`src/sv/subset_degree_tracker_defines.svh`:
```
// Assertion macros shared by the subset degree tracker RTL.
// Expects a clock named aclk and an active-low reset named aresetn in scope.
`ifndef SUBSET_DEGREE_TRACKER_DEFINES_SVH
`define SUBSET_DEGREE_TRACKER_DEFINES_SVH

// Consequent must hold in the same cycle as the antecedent
`define SDT_ASSERT_SAME(label, ante, cons, msg) \
    label: assert property (@(posedge aclk) disable iff (!aresetn) (ante) |-> (cons)) \
        else $error(msg);

// Consequent must hold in the cycle after the antecedent
`define SDT_ASSERT_NEXT(label, ante, cons, msg) \
    label: assert property (@(posedge aclk) disable iff (!aresetn) (ante) |=> (cons)) \
        else $error(msg);

`endif

```
`src/sv/sdt_pkg.sv`:
```
// Shared constants, operation codes and helper functions for the subset degree tracker.
// No dependencies; imported by sdt_ram and subset_degree_tracker.
package sdt_pkg;

    localparam int DEF_MAX_VERTICES = 64;

    // Field widths fixed by the stream format
    localparam int OP_W      = 2;
    localparam int VX_W      = 6;
    localparam int ROW_W     = 64;
    localparam int CNT_W     = 7;
    localparam int ENTRY_W   = VX_W + 1;
    localparam int EDGE_W    = 12;
    localparam int SUM_W     = EDGE_W + 1;
    localparam int S_TDATA_W = 88;
    localparam int M_TDATA_W = 32;

    localparam logic [CNT_W-1:0] VCOUNT_RESET = 7'd64;
    localparam logic [CNT_W-1:0] DEG_MAX      = 7'd64;

    // Operation codes carried on s_tuser
    localparam logic [OP_W-1:0] OP_LOAD_ROW   = 2'd0;
    localparam logic [OP_W-1:0] OP_LOAD_ENTRY = 2'd1;
    localparam logic [OP_W-1:0] OP_SWAP       = 2'd2;
    localparam logic [OP_W-1:0] OP_QUERY      = 2'd3;

    // A list entry counts when marked valid and its vertex is in use
    function automatic logic entry_usable(input logic [ENTRY_W-1:0] e,
                                          input logic [CNT_W-1:0]   eff);
        return e[ENTRY_W-1] && (CNT_W'(e[VX_W-1:0]) < eff);
    endfunction

    // Apply one swap step to a degree: drop the old neighbor, add the new one
    function automatic logic [CNT_W-1:0] deg_step(input logic [CNT_W-1:0] d,
                                                  input logic             drop,
                                                  input logic             add);
        logic [CNT_W-1:0] r;
        r = d;
        if (drop && !add) begin
            r = (d == '0) ? '0 : d - CNT_W'(1);
        end else if (add && !drop) begin
            r = (d >= DEG_MAX) ? DEG_MAX : d + CNT_W'(1);
        end
        return r;
    endfunction

endpackage

```
`src/sv/sdt_ram.sv`:
```
// Generic single-write, single-read RAM with a registered read port.
// Depends on sdt_pkg for default sizes.
module sdt_ram
    import sdt_pkg::*;
#(
    parameter int WIDTH = ROW_W,
    parameter int DEPTH = DEF_MAX_VERTICES
) (
    input  logic                     aclk,
    input  logic                     we,
    input  logic [$clog2(DEPTH)-1:0] waddr,
    input  logic [WIDTH-1:0]         wdata,
    input  logic [$clog2(DEPTH)-1:0] raddr,
    output logic [WIDTH-1:0]         rdata
);

    logic [WIDTH-1:0] mem_reg [DEPTH];
    logic [WIDTH-1:0] rdata_reg;

    // Write port
    always_ff @(posedge aclk) begin
        if (we) begin
            mem_reg[waddr] <= wdata;
        end
    end

    // Registered read port
    always_ff @(posedge aclk) begin
        rdata_reg <= mem_reg[raddr];
    end

    assign rdata = rdata_reg;

endmodule

```
`config.mk`:
```
export PLATFORM = sky130hd
export DESIGN_NAME = sdt_ram
export DESIGN_NICKNAME = d
export VERILOG_FILES = /design/src/sv/subset_degree_tracker_defines.svh /design/src/sv/sdt_pkg.sv /design/src/sv/sdt_ram.sv
export SDC_FILE = /design/constraint.sdc
export NUM_CORES = 2
export LEC_CHECK = 0
export ABC_CLOCK_PERIOD_IN_PS = 6300
export BUFFER_PORTS_ARGS = -buffer_cell sky130_fd_sc_hd__buf_2
export CORE_MARGIN = 3
export CORE_UTILIZATION = 45
export DETAILED_ROUTE_END_ITERATION = 7
export SLEW_MARGIN = 10
export SYNTH_ARGS = -nofsm -noshare
export SYNTH_HDL_FRONTEND = slang
export SYNTH_SLANG_ARGS = --single-unit
```
`constraint.sdc`:
```
create_clock -name aclk -period 6.3 [get_ports aclk]
set_input_delay 1.26 -clock aclk [delete_from_list [all_inputs] [get_ports aclk]]
set_output_delay 1.26 -clock aclk [all_outputs]
set_load 0.02 [all_outputs]
```
## Yosys cells after proc, flatten, opt, wreduce, memory -nomap -nowiden

Memories as Yosys holds them, arrays and structs flattened. A register that Yosys moved wholly into a read port is not among the register bits.
Index checks and enable logic that the tools add are counted.

| word-level totals | value |
|---|---|
| memories kept | 1 |
| bits in writable memories | 4096 |
| bits in registers | 0 |
| logic and storage cells | 3 |

| operators by class | value |
|---|---|
| multiplexer cells | 2 |

Memories:

| name | depth | width | rd ports | clocked after Yosys merged registers in | write ports | line | RTL |
|---|---|---|---|---|---|---|---|
| mem_reg | 64 | 64 | 1 | 1 | 1 | sdt_ram.sv:17 | `logic [WIDTH-1:0] mem_reg [DEPTH];` |

Operator list:

| cell | number |
|---|---|
| $mux W1 | 2 |

## Logic depth before layout (Yosys ltp)

| depth | value |
|---|---|
| depth in word-level cells | 2 |
| mapped depth | 9 |
| depth with buffers taken out | 5 |

## Worst setup path after synthesis

No wires, ideal clock.

| timing | value |
|---|---|
| path type | input port to flip-flop |
| start point | in waddr[3] |
| end point | mem mem_reg[48][0] (netlist bit) (enable) |
| library setup time | 0.564 ns |
| stages on the path | 4 |
| arrival | 6.132 ns |
| setup slack | -0.396 ns |
| cells stage by stage | clkbuf_1 -> nor2b_1 -> nand4b_1 -> nor3_1 |

RTL lines:

| item | line | RTL |
|---|---|---|
| start, declared | sdt_ram.sv:11 | `input logic [$clog2(DEPTH)-1:0] waddr,` |
| end, declared | sdt_ram.sv:17 |  |

Straight into the memory's write port.

==> impl_metrics.yaml <==
sta:
  rsz_0062_raised_after_global_routing: "false"
  fin_skew_ps: 41.4
  layout_min_cycle_time_ps: 4080
  period_share: 0.648
  final-max-slew-violation-count: 0
  max_slew_margin: 0.177
  finalSetupViolCount: 0
  slew_worst_pin_ps: 1230
  hold_violations: 0
  tns_ps: 0
  fmax_mhz: 245
critical_path:
  cp_slowest_stage_delay_ps: 1020
  reg2reg_from: "mem_reg[42][19]$_DFFE_PP_"
  worst_setup_path_start_kind: "input port"
  critical-path-slowest-cell: "and2_4"
  cp_max_fo: 39
  worst_ep_arrival_time_ps: 4830
  critPathCaptureType: "register"
  crit_start: "raddr[3]"
  required_time_of_the_critical_path_ps: 7050
  critical-path-top-delay-family: "simple AND/OR/NAND/NOR gates"
  critical_path.cell_chain: "buf_2 -> and2_4 -> buf_4 -> a22oi_1 -> and3_1 -> a211oi_1"
  cp_class: "in -> reg"
  crit_path_buf_inv_count: 2
grt:
  groute.usage.overall: 0.249
  grt_util_met2: 0.410
  antenna_found_initial: 34
  grt_use_met3: 0.0409
  via_count_of_the_first_global_routing_pass: 76211
  globalRouteOverflowTotal: 0
  grt_start_max_net_pins: 108
  first_pass_grt_wire_length_um: 616000
  grtUsageMet1: 0.345
  routing_layer_with_the_top_usage_in_global_route: "met2"
clocking:
  worst_setup_hold_path_clk_slew_ps: 70
  buffer_count_from_post_cts_setup_fixing: 0
  ctsHoldBuffers: 0
  cts_sinks: 4160
  cts_repair_resize_count: 0
  worstSkewPairLatency_ps: 950
  tritoncts: "yes"
  htreeDepth: 5
  cts.root.buffer_cell: "clkbuf_16"
  clock_path_buffers: 4
  tritoncts.num_buffers: 405
hold_path:
  min_path_type: "in -> reg"
  hold_path.startpoint: "wdata[31]"
synthesis:
  ys_types: 33
  ys_ff_latch: 4160
  sequential_fraction_of_the_synthesis_area: 0.795
  syn_nets: 6676
  netlist_instances: 6598
  syn_area_per_cell_um2: 23.7
  synth.yosys.warnings: 0
  syn-cell-area_um2: 156000
route:
  drt-total-wl_um: 443000
  via_count: 75669
  viasPerCell: 6.33
  drtAntennaViolNets: 0
  drt_first_pass_iters: 5
  violation_count_after_the_first_detailed_routing_iteration: 10240
  post_drt_wl_per_cell_um: 37.1
  route.detailed.drc: 0
placed_design:
  hpwl_after_detailed_placement_um: 233000
  dpl_cell_area_um2: 165000
  place_congestion: 0.773
  io_buffer_count: 141
run_status:
  run_status: "finished, final reports clean"
final_layout:
  multi_input_comb_area_um2: 30800
  synthToLayoutAreaGrowth_pct: 13.7
  n_fill_cell: 26377
  final_layout_size_suffix_gt1_frac: 0.287
  seqCellArea_um2: 124000
  final_cell_area_um2: 178000
  mostFrequentLayoutCell: "edfxtp_1"
  layout.cells.most_common_list: "4096 x edfxtp_1, 1024 x mux4_2, 411 x clkbuf_16"
  number_of_nets_in_the_layout: 7111
  max_ffs_per_register: 4096
die:
  fp.dieW_um: 595
  design.core.area_um2: 344000
  start_util: 0.454
  dieArea_um2: 355000
  num_rows: 215
  io_pins: 142
  dieHeight_um: 595
power_and_ir_drop:
  static-leakage-power_nw: 55.3
  cellPowerDensity_nw_per_um2: 325
  worst_ir_drop_vdd_uv: 261
run:
  maxCapViolations: 0
routing by layer:
layer / routed length, um / vias up
li1: - / 29376
met1: 173000 / 41832
met2: 219000 / 3761
met3: 36700 / 694
met4: 14300 / 6
met5: 42 / -
final timing paths:
check,to,slack (ps),depth (start not counted)
max,rdata[8]$_DFF_P_,2220,6
max reg2reg,rdata[19]$_DFF_P_,4100,5
min reg2reg,rdata[14]$_DFF_P_,840,4
min,mem_reg[62][31]$_DFFE_PP_,750,1
kinds of logic (layout without fill, tap and decap cells):
group	after synthesis	in the layout	share of synthesized area
buf+inv	389	1170	0.0118
flops	4160	4160	0.795
simple gates	386	386	0.0124
other cells	0	15	0
compound gates	504	504	0.0248
mux	1159	1159	0.156
power by group:
part,internal (mW),switching (mW)
sequential,30.7,0.150
clock,14.0,10.4
combinational,0.977,1.71
total,45.6,12.2
stage by stage:
stage	utilization	hold slack, ps	power, mW	worst slack, ps	instances
after CTS	0.516	840	58.2	2340	11935
final	0.516	748	57.8	2220	11951
after detailed placement	0.478	842	34.1	1290	11182
after floorplan	-	788	32.8	1010	6598
after global routing	0.516	721	59.4	2420	11939
after global placement	0.478	826	34.0	1330	11182
cell usage after synthesis:
library cell  number  area (um^2)
edfxtp_1        4096       123000
nor2_1           112          420
mux4_2          1024        23100
buf_4             34          255
a22o_1            88          771
nand2_1           58          218
or2_2             28          175
or3b_2             1         8.76
nand3b_1           2         15.0
a31oi_1           18          113
a22oi_1          168         1260
and2_1             3         18.8
a41oi_1           26          228
and3_1            64          400
o221ai_1          38          333
o22ai_1           83          519
a31o_1             1         8.76
clkbuf_1         140          526
buf_1             20         75.1
nand2b_1          11         68.8
buf_6              6         67.6
a2bb2oi_1         19          166
a211oi_1          63          473
inv_1             19         71.3
nor3_1             2         10.0
buf_2            170          851
nand4b_1           1         8.76
mux2i_1          135         1350
dfxtp_1           64         1280
nor2b_1           28          175
nand3_1           45          225
or3_1             29          181
nand4_1            2         12.5
layout make-up:
cell class | count | area share
Antenna cell | 15 | 0.000211
Clock buffer | 520 | 0.0614
Clock inverter | 233 | 0.0131
Inverter | 19 | 0.000401
Multi-Input combinational cell | 2049 | 0.173
Sequential cell | 4160 | 0.699
Tap cell | 4557 | 0.0321
Timing Repair Buffer | 398 | 0.0209
Power figures use the tool's default switching activity.
